File: src/sv/socks5rp_pkg.sv
`timescale 1ns / 1ps

package socks5rp_pkg;

   localparam logic [3:0] CODE_VERSION = 4'd0;
   localparam logic [3:0] CODE_CMD     = 4'd1;
   localparam logic [3:0] CODE_RSV     = 4'd2;
   localparam logic [3:0] CODE_ATYP    = 4'd3;
   localparam logic [3:0] CODE_NAMELEN = 4'd4;
   localparam logic [3:0] CODE_ADDR    = 4'd5;
   localparam logic [3:0] CODE_PORT    = 4'd6;
   localparam logic [3:0] CODE_ERROR   = 4'd7;
   localparam logic [3:0] CODE_END     = 4'd8;

   localparam logic [7:0] SOCKS_VER   = 8'd5;
   localparam logic [7:0] CMD_CONNECT = 8'd1;
   localparam logic [7:0] RSV_BYTE    = 8'h00;

   localparam logic [2:0] KIND_NONE   = 3'd0;
   localparam logic [2:0] KIND_IPV4   = 3'd1;
   localparam logic [2:0] KIND_DOMAIN = 3'd3;
   localparam logic [2:0] KIND_IPV6   = 3'd4;

   localparam logic [7:0] LEN_IPV4 = 8'd4;
   localparam logic [7:0] LEN_IPV6 = 8'd16;

   typedef enum logic [8:0] {
      PH_VERSION = 9'b000000001,
      PH_CMD     = 9'b000000010,
      PH_RSV     = 9'b000000100,
      PH_ATYP    = 9'b000001000,
      PH_NAMELEN = 9'b000010000,
      PH_ADDR    = 9'b000100000,
      PH_PORT    = 9'b001000000,
      PH_ERROR   = 9'b010000000,
      PH_END     = 9'b100000000
   } phase_type;

   typedef struct packed {
      logic       restart;
      logic [7:0] data_byte;
   } req_type;

   typedef struct packed {
      logic [3:0]  phase;
      logic        reply_status;
      logic        request_done;
      logic        request_error;
      logic [2:0]  addr_kind;
      logic        addr_valid;
      logic [7:0]  addr_byte;
      logic [7:0]  addr_index;
      logic [15:0] dest_port;
   } rsp_type;

   function automatic logic [3:0] phase_code(input phase_type ph);
      logic [3:0] code;
      case (ph)
         PH_VERSION: code = CODE_VERSION;
         PH_CMD:     code = CODE_CMD;
         PH_RSV:     code = CODE_RSV;
         PH_ATYP:    code = CODE_ATYP;
         PH_NAMELEN: code = CODE_NAMELEN;
         PH_ADDR:    code = CODE_ADDR;
         PH_PORT:    code = CODE_PORT;
         PH_END:     code = CODE_END;
         default:    code = CODE_ERROR;
      endcase
      return code;
   endfunction

endpackage

File: src/sv/socks5rp_ifs.sv
`timescale 1ns / 1ps

interface socks5rp_req_if;
   logic       valid;
   logic       ready;
   logic       restart;
   logic [7:0] data_byte;

   modport source (output valid, output restart, output data_byte, input ready);
   modport sink   (input valid, input restart, input data_byte, output ready);
endinterface

interface socks5rp_rsp_if;
   logic        valid;
   logic        ready;
   logic [3:0]  phase;
   logic        reply_status;
   logic        request_done;
   logic        request_error;
   logic [2:0]  addr_kind;
   logic        addr_valid;
   logic [7:0]  addr_byte;
   logic [7:0]  addr_index;
   logic [15:0] dest_port;

   modport source (
      output valid, output phase, output reply_status, output request_done,
      output request_error, output addr_kind, output addr_valid, output addr_byte,
      output addr_index, output dest_port, input ready
   );
   modport sink (
      input valid, input phase, input reply_status, input request_done,
      input request_error, input addr_kind, input addr_valid, input addr_byte,
      input addr_index, input dest_port, output ready
   );
endinterface

File: src/sv/socks5_request_parser.sv
`timescale 1ns / 1ps
// SOCKS5 request parser.
// req_ch carries one request byte per item (data_byte) and a restart flag
// that puts the parser back to the version phase before that byte is used.
// rsp_ch returns exactly one item per accepted byte: the phase after the
// byte, reply status, done/error flags, the address type, the streamed
// address byte with its index (addr_valid marks it), and the assembled port.
// Both channels use valid/ready; an item moves when both are high.
// A byte accepted into the input register moves into the result register
// and from there shows on rsp_ch, unless the receiver is stalling.
// Throughput is one byte per cycle while the receiver does not stall;
// the parse state updates as an item moves from the input register into
// the result register.
// When the receiver stalls, the result register holds, the input register
// fills, and req_ch.ready drops only when both are full.
// Synchronous reset empties both registers and puts the parser into the
// version phase with status succeeded, no address type and port 0.

module socks5_request_parser
   import socks5rp_pkg::*;
(
   input  logic           clock,
   input  logic           reset,
   socks5rp_req_if.sink   req_ch,
   socks5rp_rsp_if.source rsp_ch
);

   logic    item_valid;
   req_type item;
   logic    can_load;
   logic    advance;
   rsp_type result;

   assign advance = item_valid && can_load;

   socks5rp_in_stage u_in_stage (
      .clock      (clock),
      .reset      (reset),
      .req_ch     (req_ch),
      .take       (advance),
      .item_valid (item_valid),
      .item       (item)
   );

   socks5rp_core u_core (
      .clock   (clock),
      .reset   (reset),
      .advance (advance),
      .item    (item),
      .result  (result)
   );

   socks5rp_out_stage u_out_stage (
      .clock      (clock),
      .reset      (reset),
      .item_valid (item_valid),
      .result     (result),
      .can_load   (can_load),
      .rsp_ch     (rsp_ch)
   );

endmodule

File: src/sv/socks5rp_in_stage.sv
`timescale 1ns / 1ps

module socks5rp_in_stage
   import socks5rp_pkg::*;
(
   input  logic         clock,
   input  logic         reset,
   socks5rp_req_if.sink req_ch,
   input  logic         take,
   output logic         item_valid,
   output req_type      item
);

   logic    valid_ff;
   logic    valid_in;
   req_type item_ff;
   logic    load;

   assign req_ch.ready = !valid_ff || take;
   assign load         = req_ch.valid && req_ch.ready;
   assign valid_in     = load || (valid_ff && !take);

   always_ff @(posedge clock) begin
      if (reset) begin
         valid_ff <= 1'b0;
      end else begin
         valid_ff <= valid_in;
      end
   end

   always_ff @(posedge clock) begin
      if (load) begin
         item_ff.restart   <= req_ch.restart;
         item_ff.data_byte <= req_ch.data_byte;
      end
   end

   assign item_valid = valid_ff;
   assign item       = item_ff;

endmodule

File: src/sv/socks5rp_core.sv
`timescale 1ns / 1ps

module socks5rp_core
   import socks5rp_pkg::*;
(
   input  logic    clock,
   input  logic    reset,
   input  logic    advance,
   input  req_type item,
   output rsp_type result
);

   phase_type   phase_ff, phase_in, cur_phase;
   logic        status_ff, status_in, cur_status;
   logic [2:0]  kind_ff, kind_in, cur_kind;
   logic [7:0]  name_length_ff, name_length_in, cur_name_length;
   logic [7:0]  byte_count_ff, byte_count_in, cur_byte_count;
   logic [7:0]  port_high_ff, port_high_in, cur_port_high;
   logic [15:0] port_ff, port_in, cur_port;
   logic [7:0]  b;
   logic [7:0]  target;
   logic [7:0]  count_inc;
   logic        av;

   assign b         = item.data_byte;
   assign count_inc = cur_byte_count + 8'd1;

   always_comb begin
      // restart clears the state before this byte is used
      if (item.restart) begin
         cur_phase       = PH_VERSION;
         cur_status      = 1'b0;
         cur_kind        = KIND_NONE;
         cur_name_length = 8'd0;
         cur_byte_count  = 8'd0;
         cur_port_high   = 8'd0;
         cur_port        = 16'd0;
      end else begin
         cur_phase       = phase_ff;
         cur_status      = status_ff;
         cur_kind        = kind_ff;
         cur_name_length = name_length_ff;
         cur_byte_count  = byte_count_ff;
         cur_port_high   = port_high_ff;
         cur_port        = port_ff;
      end
   end

   always_comb begin
      case (cur_kind)
         KIND_IPV4:   target = LEN_IPV4;
         KIND_IPV6:   target = LEN_IPV6;
         default:     target = cur_name_length;
      endcase
   end

   always_comb begin
      phase_in       = cur_phase;
      status_in      = cur_status;
      kind_in        = cur_kind;
      name_length_in = cur_name_length;
      byte_count_in  = cur_byte_count;
      port_high_in   = cur_port_high;
      port_in        = cur_port;
      av             = 1'b0;
      case (cur_phase)
         PH_VERSION: begin
            phase_in = (b == SOCKS_VER) ? PH_CMD : PH_ERROR;
         end
         PH_CMD: begin
            if (b == CMD_CONNECT) begin
               phase_in = PH_RSV;
            end else begin
               status_in = 1'b1;
               phase_in  = PH_ERROR;
            end
         end
         PH_RSV: begin
            phase_in = (b == RSV_BYTE) ? PH_ATYP : PH_ERROR;
         end
         PH_ATYP: begin
            if (b inside {{5'd0, KIND_IPV4}, {5'd0, KIND_IPV6}}) begin
               kind_in  = b[2:0];
               phase_in = PH_ADDR;
            end else if (b == {5'd0, KIND_DOMAIN}) begin
               kind_in  = b[2:0];
               phase_in = PH_NAMELEN;
            end else begin
               phase_in = PH_ERROR;
            end
         end
         PH_NAMELEN: begin
            if (b == 8'd0) begin
               phase_in = PH_ERROR;
            end else begin
               name_length_in = b;
               byte_count_in  = 8'd0;
               phase_in       = PH_ADDR;
            end
         end
         PH_ADDR: begin
            if (cur_kind inside {KIND_IPV4, KIND_IPV6, KIND_DOMAIN}) begin
               av            = 1'b1;
               byte_count_in = count_inc;
               if (count_inc == target) begin
                  byte_count_in = 8'd0;
                  phase_in      = PH_PORT;
               end
            end else begin
               phase_in = PH_ERROR;
            end
         end
         PH_PORT: begin
            if (cur_byte_count == 8'd0) begin
               port_high_in  = b;
               byte_count_in = 8'd1;
            end else begin
               port_in       = {cur_port_high, b};
               byte_count_in = 8'd0;
               phase_in      = PH_END;
            end
         end
         PH_END: begin
            phase_in = (b == 8'd0) ? PH_END : PH_ERROR;
         end
         default: begin
            phase_in = PH_ERROR;
         end
      endcase
   end

   always_ff @(posedge clock) begin
      if (reset) begin
         phase_ff       <= PH_VERSION;
         status_ff      <= 1'b0;
         kind_ff        <= KIND_NONE;
         name_length_ff <= 8'd0;
         byte_count_ff  <= 8'd0;
         port_high_ff   <= 8'd0;
         port_ff        <= 16'd0;
      end else if (advance) begin
         phase_ff       <= phase_in;
         status_ff      <= status_in;
         kind_ff        <= kind_in;
         name_length_ff <= name_length_in;
         byte_count_ff  <= byte_count_in;
         port_high_ff   <= port_high_in;
         port_ff        <= port_in;
      end
   end

   always_comb begin
      result.phase         = phase_code(phase_in);
      result.reply_status  = status_in;
      result.request_done  = (phase_in == PH_END);
      result.request_error = (phase_code(phase_in) == CODE_ERROR);
      result.addr_kind     = kind_in;
      result.addr_valid    = av;
      result.addr_byte     = av ? b : 8'd0;
      result.addr_index    = av ? cur_byte_count : 8'd0;
      result.dest_port     = port_in;
   end

endmodule

File: src/sv/socks5rp_out_stage.sv
`timescale 1ns / 1ps

module socks5rp_out_stage
   import socks5rp_pkg::*;
(
   input  logic           clock,
   input  logic           reset,
   input  logic           item_valid,
   input  rsp_type        result,
   output logic           can_load,
   socks5rp_rsp_if.source rsp_ch
);

   logic    valid_ff;
   logic    valid_in;
   rsp_type result_ff;
   logic    load;

   assign can_load = !valid_ff || rsp_ch.ready;
   assign load     = item_valid && can_load;
   assign valid_in = load || (valid_ff && !rsp_ch.ready);

   always_ff @(posedge clock) begin
      if (reset) begin
         valid_ff <= 1'b0;
      end else begin
         valid_ff <= valid_in;
      end
   end

   always_ff @(posedge clock) begin
      if (load) begin
         result_ff <= result;
      end
   end

   assign rsp_ch.valid         = valid_ff;
   assign rsp_ch.phase         = result_ff.phase;
   assign rsp_ch.reply_status  = result_ff.reply_status;
   assign rsp_ch.request_done  = result_ff.request_done;
   assign rsp_ch.request_error = result_ff.request_error;
   assign rsp_ch.addr_kind     = result_ff.addr_kind;
   assign rsp_ch.addr_valid    = result_ff.addr_valid;
   assign rsp_ch.addr_byte     = result_ff.addr_byte;
   assign rsp_ch.addr_index    = result_ff.addr_index;
   assign rsp_ch.dest_port     = result_ff.dest_port;

endmodule

File: src/flat_wrapper.sv
// flat-port wrapper written by rule: the top's interface ports become plain ports
module socks5_request_parser_flat import socks5rp_pkg::*;
  (clock, reset, req_ch_valid, req_ch_restart, req_ch_data_byte, req_ch_ready, rsp_ch_valid, rsp_ch_phase, rsp_ch_reply_status, rsp_ch_request_done, rsp_ch_request_error, rsp_ch_addr_kind, rsp_ch_addr_valid, rsp_ch_addr_byte, rsp_ch_addr_index, rsp_ch_dest_port, rsp_ch_ready);
  socks5rp_req_if req_ch_i ();
  socks5rp_rsp_if rsp_ch_i ();
  input  logic clock;
  input  logic reset;
  input wire logic [$bits(req_ch_i.valid)-1:0] req_ch_valid;
  input wire logic [$bits(req_ch_i.restart)-1:0] req_ch_restart;
  input wire logic [$bits(req_ch_i.data_byte)-1:0] req_ch_data_byte;
  output wire logic [$bits(req_ch_i.ready)-1:0] req_ch_ready;
  output wire logic [$bits(rsp_ch_i.valid)-1:0] rsp_ch_valid;
  output wire logic [$bits(rsp_ch_i.phase)-1:0] rsp_ch_phase;
  output wire logic [$bits(rsp_ch_i.reply_status)-1:0] rsp_ch_reply_status;
  output wire logic [$bits(rsp_ch_i.request_done)-1:0] rsp_ch_request_done;
  output wire logic [$bits(rsp_ch_i.request_error)-1:0] rsp_ch_request_error;
  output wire logic [$bits(rsp_ch_i.addr_kind)-1:0] rsp_ch_addr_kind;
  output wire logic [$bits(rsp_ch_i.addr_valid)-1:0] rsp_ch_addr_valid;
  output wire logic [$bits(rsp_ch_i.addr_byte)-1:0] rsp_ch_addr_byte;
  output wire logic [$bits(rsp_ch_i.addr_index)-1:0] rsp_ch_addr_index;
  output wire logic [$bits(rsp_ch_i.dest_port)-1:0] rsp_ch_dest_port;
  input wire logic [$bits(rsp_ch_i.ready)-1:0] rsp_ch_ready;
  assign req_ch_i.valid = req_ch_valid;
  assign req_ch_i.restart = req_ch_restart;
  assign req_ch_i.data_byte = req_ch_data_byte;
  assign req_ch_ready = req_ch_i.ready;
  assign rsp_ch_valid = rsp_ch_i.valid;
  assign rsp_ch_phase = rsp_ch_i.phase;
  assign rsp_ch_reply_status = rsp_ch_i.reply_status;
  assign rsp_ch_request_done = rsp_ch_i.request_done;
  assign rsp_ch_request_error = rsp_ch_i.request_error;
  assign rsp_ch_addr_kind = rsp_ch_i.addr_kind;
  assign rsp_ch_addr_valid = rsp_ch_i.addr_valid;
  assign rsp_ch_addr_byte = rsp_ch_i.addr_byte;
  assign rsp_ch_addr_index = rsp_ch_i.addr_index;
  assign rsp_ch_dest_port = rsp_ch_i.dest_port;
  assign rsp_ch_i.ready = rsp_ch_ready;
  socks5_request_parser u_core (.clock(clock), .reset(reset), .req_ch(req_ch_i), .rsp_ch(rsp_ch_i));
endmodule
File: config.mk
export PLATFORM = sky130hd
export DESIGN_NAME = socks5_request_parser_flat
export DESIGN_NICKNAME = d
export VERILOG_FILES = /design/src/sv/socks5rp_pkg.sv /design/src/sv/socks5rp_ifs.sv /design/src/sv/socks5_request_parser.sv /design/src/sv/socks5rp_in_stage.sv /design/src/sv/socks5rp_core.sv /design/src/sv/socks5rp_out_stage.sv /design/src/flat_wrapper.sv
export SDC_FILE = /design/constraint.sdc
export NUM_CORES = 1
export LEC_CHECK = 0
export BUFFER_PORTS_ARGS = -buffer_cell sky130_fd_sc_hd__buf_2
export CAP_MARGIN = 10
export CORE_ASPECT_RATIO = 2
export CORE_UTILIZATION = 55
export CTS_BUF_LIST = sky130_fd_sc_hd__clkbuf_4
export DETAILED_ROUTE_END_ITERATION = 7
export PLACE_DENSITY = 0.79
export SLEW_MARGIN = 0
export SYNTH_ARGS = -nofsm -noshare
export SYNTH_HDL_FRONTEND = slang
export SYNTH_SLANG_ARGS = --single-unit
File: constraint.sdc
create_clock -name clock -period 3.4 [get_ports clock]
set_input_delay 0.17 -clock clock [delete_from_list [all_inputs] [get_ports clock]]
set_output_delay 0.17 -clock clock [all_outputs]
set_load 0.03 [all_outputs]
==> impl_summary.md <==
Outcome
The run finished with clean final reports.

Final layout
After the last flow step, the layout net total stands at 609. After the flow finishes, the layout carries non-filler instances totaling 702. The area growth from synthesis to layout is 12.4%. The post-route netlist has 18.4% of its cells at a drive strength greater than 1.

Floorplan
The die is 69.8 microns wide. The die area is 9600 sq um. In this run the vertical extent of the chip is 138 microns. The core region is 8950 sq um. 58 I/O pins were placed.

Once the floorplan was initialized, standard cells occupied 56.5% of the core. The number of core rows is 49.

Setup path
The path type of the worst setup path is reg -> reg. The required time of the worst setup path is 3620 ps. The signal on the critical path passes through clkinv_1, nand2_1, inv_1, ha_1, nand3_1, or3_1, a21o_1, or4_1, nand4_1, nand2_1, a21oi_1, nand4_1. The sort of element at the start of the critical path is a register. Data on the critical path arrives at its endpoint at 3210 ps. The top cell family by delay on the critical path is simple AND/OR/NAND/NOR gates. The longest individual stage delay on the worst path is 510 ps. The buffering stage count on the worst path with inverters included is 2. In this run the worst path has a maximum fanout of 4. The worst setup path is captured at a register. The most critical setup path has its startpoint at u_core.u_in_stage.item[8]. The cell type of the slowest stage on the worst timing path is or4_1. The worst flop-to-flop path startpoint is u_core.u_in_stage.item[8].

Power and ir drop
The static leakage is 1.96 nW. The worst supply voltage drop on vdd is 214 uV. The power density of the placed cells is 383 nW/um^2.

STA
The final clock period utilization by the worst path is 87.9%. The worst max-slew margin expressed relative to the limit is 56.7%. The number of max-slew violations in the final report came to 0. The final-report hold violation count is 0. The worst clock skew on the final layout is 22.8 ps. Adding up every negative setup slack in the final design gives 0 ps. Setup repair after global routing left no endpoint under its margin. Counting I/O delays and the setup requirement, the final critical path takes 2990 ps. Setup violations remaining at the end of the flow were counted as 0. Static timing analysis puts the maximum clock frequency at 334 MHz. The slew at the pin closest to its max-slew limit is 645 ps.

Route
The average vias per placed instance is 6.13. The number of detailed-route iterations in the first pass is 5. The detail-routed net length per standard cell is 17.9 microns. The number of remaining DRC errors is 0. The total routed wirelength is 12.6 mm. The number of vias in the routed layout is 4304. The count of nets left with antenna violations after detail routing is 0. The first routing iteration left 351 violations.

GRT
The met1 usage in global routing is 27.1%. For met3 alone, demand over resource in global routing was 4.39%. Global routing consumed, on the met2 layer, 48.7% of the routing resources.

After global routing the overflow that remains totals 0. Across every metal layer, demand over resource in global routing totals 27.1%. The initial antenna violation count was 1.

The number of global-route vias before repair is 4107. The first global-routing pass estimated 20.0 mm of wire. The largest net degree at the start of global routing is 51.

In this run the most used layer during global routing was met2.

Logic synthesis
Yosys mapped a number of flops with a built-in enable equal to 52. By area the synthesized netlist is led by edfxtp_1, dfxtp_1, nand2_1. The post-synthesis register bit count is 107. After synthesis, the share of flip-flops with an asynchronous set or reset is 0%. The post-synthesis instance area is 5050 sq um. After synthesis, the netlist uses 67 different library cells. Dividing the synthesized area by the synthesized cell count gives 9.52 sq um. The top flip-flop cell by instance count after synthesis is dfxtp_1. The cell type with the highest aggregate area in the netlist is edfxtp_1. Yosys printed 0 warnings. The number of nets handed over by synthesis was 546. For this run, the register share of the synthesized area comes to 52.7%. After synthesis, the largest area contributor takes up 30.9% of total cell area.

Synthesis produced a netlist whose cell count is 531.

Clock tree
The maximum clock path buffer count is 2. The clock slew seen by the registers of the worst setup and hold paths is 170 ps. TritonCTS built the clock tree.

In this run the number of H-tree levels came out at 3. The number of buffers inserted by post-CTS setup repair is 0. The later pin in the worst-skew pair is clocked with a latency of 460 ps. The clock drives 107 sinks.

The library cell used as clock root buffer is clkbuf_4. The number of clock buffers inserted by TritonCTS is 9.

Placement
Detailed placement finished with a half-perimeter wire length of 9.12 mm. The number of cells in the design after placement is 673. The number of input and output port buffers inserted is 57. Routability-driven placement finished with a final weighted congestion of 0.958.

Min path
The worst hold path begins at req_ch_data_byte[5]. The worst hold path belongs to the class in -> reg.

Job
The tool flagged a number of max-cap violations equal to 0.
[through the flow]
step,power [mW],hold WS (ps),cell area (sq um),worst slack (ps),util [%]
floorplan,1.54,269,5050,94.9,-
global placement,1.59,347,5440,552,60.7
detailed placement,1.59,348,5440,484,60.7
CTS,2.18,380,5680,449,63.5
global route,2.25,388,5680,263,63.5
finish,2.18,408,5680,410,63.5
[registers in the layout, summed over array words and instances (netlist names)]
name / count
u_core.u_in_stage.item_valid: 1
u_core.u_core.kind_ff: 3
u_core.u_in_stage.item: 9
u_core.u_out_stage.rsp_ch.phase: 4
u_core.u_core.phase_ff: 9
u_core.u_core.name_length_ff: 8
u_core.u_out_stage.rsp_ch.request_error: 1
u_core.u_out_stage.rsp_ch.request_done: 1
u_core.u_core.status_ff: 1
u_core.u_out_stage.rsp_ch.dest_port: 16
u_core.u_core.port_high_ff: 8
u_core.u_out_stage.rsp_ch.addr_byte: 8
u_core.u_out_stage.rsp_ch.addr_kind: 3
u_core.u_core.port_ff: 16
u_core.u_core.byte_count_ff: 8
u_core.u_out_stage.rsp_ch.reply_status: 1
u_core.u_out_stage.rsp_ch.addr_index: 8
u_core.u_out_stage.rsp_ch.addr_valid: 1
u_core.u_out_stage.rsp_ch.valid: 1
[cell usage after synthesis, types with 4 or more instances]
library cell,number
nand2b_1,4
nand3_1,11
buf_2,6
nor2_1,65
nand4_1,7
a22oi_1,18
mux2i_1,10
and2_1,14
o21ai_0,19
a211oi_1,5
and3_1,4
dfxtp_1,55
nor3_1,9
or3_4,4
inv_1,13
a31oi_1,6
edfxtp_1,52
xnor2_1,6
a21oi_1,35
nor4_1,4
clkbuf_1,20
o22ai_1,6
or3_1,6
nand2_1,88
[what timing repair did]
action	in CTS	in global routing
gates resized for setup	0	0
endpoints found under the hold margin	12	0
hold buffers	12	0
[report_power, final]
part	internal [mW]	switching [mW]
clock	0.167	0.430
sequential	1.38	0.0272
combinational	0.0496	0.123
total	1.60	0.580
[per-layer routing]
| layer | part of all wire, % | vias to the layer above |
|---|---|---|
| met4 | 6.7 | 0 |
| li1 | - | 2036 |
| met2 | 54 | 171 |
| met5 | 0 | - |
| met3 | 4.2 | 54 |
| met1 | 36 | 2043 |
[worst reg2reg max path: stages (launching register included)]
cell	delay [ps]
edfxtp_1	470
clkinv_1	90
nand2_1	80
inv_1	120
ha_1	170
nand3_1	130
or3_1	390
a21o_1	230
or4_1	510
nand4_1	130
nand2_1	100
a21oi_1	210
nand4_1	120
[path summary, 6_finish.rpt]
check	cells past startpoint	slack [ps]	endpoint
worst min register to register	2	470	u_core.u_core.port_ff[10]
worst max register to register	12	410	u_core.u_out_stage.rsp_ch.phase[0]
worst min-delay path	2	410	u_core.u_in_stage.item[5]
worst max-delay path	12	410	u_core.u_out_stage.rsp_ch.phase[0]
[layout by cell type, fill, tap and decap left out, types with 3 or more instances in the layout]
cell,count
a211oi_1,5
a21oi_1,35
a22oi_1,18
a31oi_1,6
and2_1,14
and3_1,4
buf_2,57
buf_4,14
clkbuf_4,10
dfxtp_1,55
dlygate4sd3_1,12
edfxtp_1,52
inv_1,13
mux2i_1,10
nand2_1,88
nand2b_1,4
nand3_1,11
nand4_1,7
nor2_1,65
nor3_1,9
nor4_1,4
nor4_4,3
nor4b_1,3
o211ai_1,3
o21ai_0,19
o22ai_1,6
or2_2,3
or3_1,6
or3_4,4
or4_1,3
xnor2_1,6
[cell families after synthesis]
group | share of synthesized area (%)
xor gates and xnor gates | 1.66
muxes | 1.98
DFF | 52.7
AOI/OAI and AO/OA | 14.5
adders and majority gates | 0.495
and+or+nand+nor | 24.8
buffers and inverters | 3.99
[area by class of cell]
| cell class | count | area (sq um) |
|---|---|---|
| Antenna cell | 1 | 2.50 |
| Tap cell | 102 | 128 |
| Clock inverter | 6 | 48.8 |
| Clock buffer | 10 | 75.1 |
| Inverter | 16 | 65.1 |
| Multi-Input combinational cell | 377 | 2190 |
| Sequential cell | 107 | 2660 |
| Timing Repair Buffer | 83 | 510 |
| Fill cell | 758 | 3270 |
Note: power is estimated with default switching activity, not from simulation.
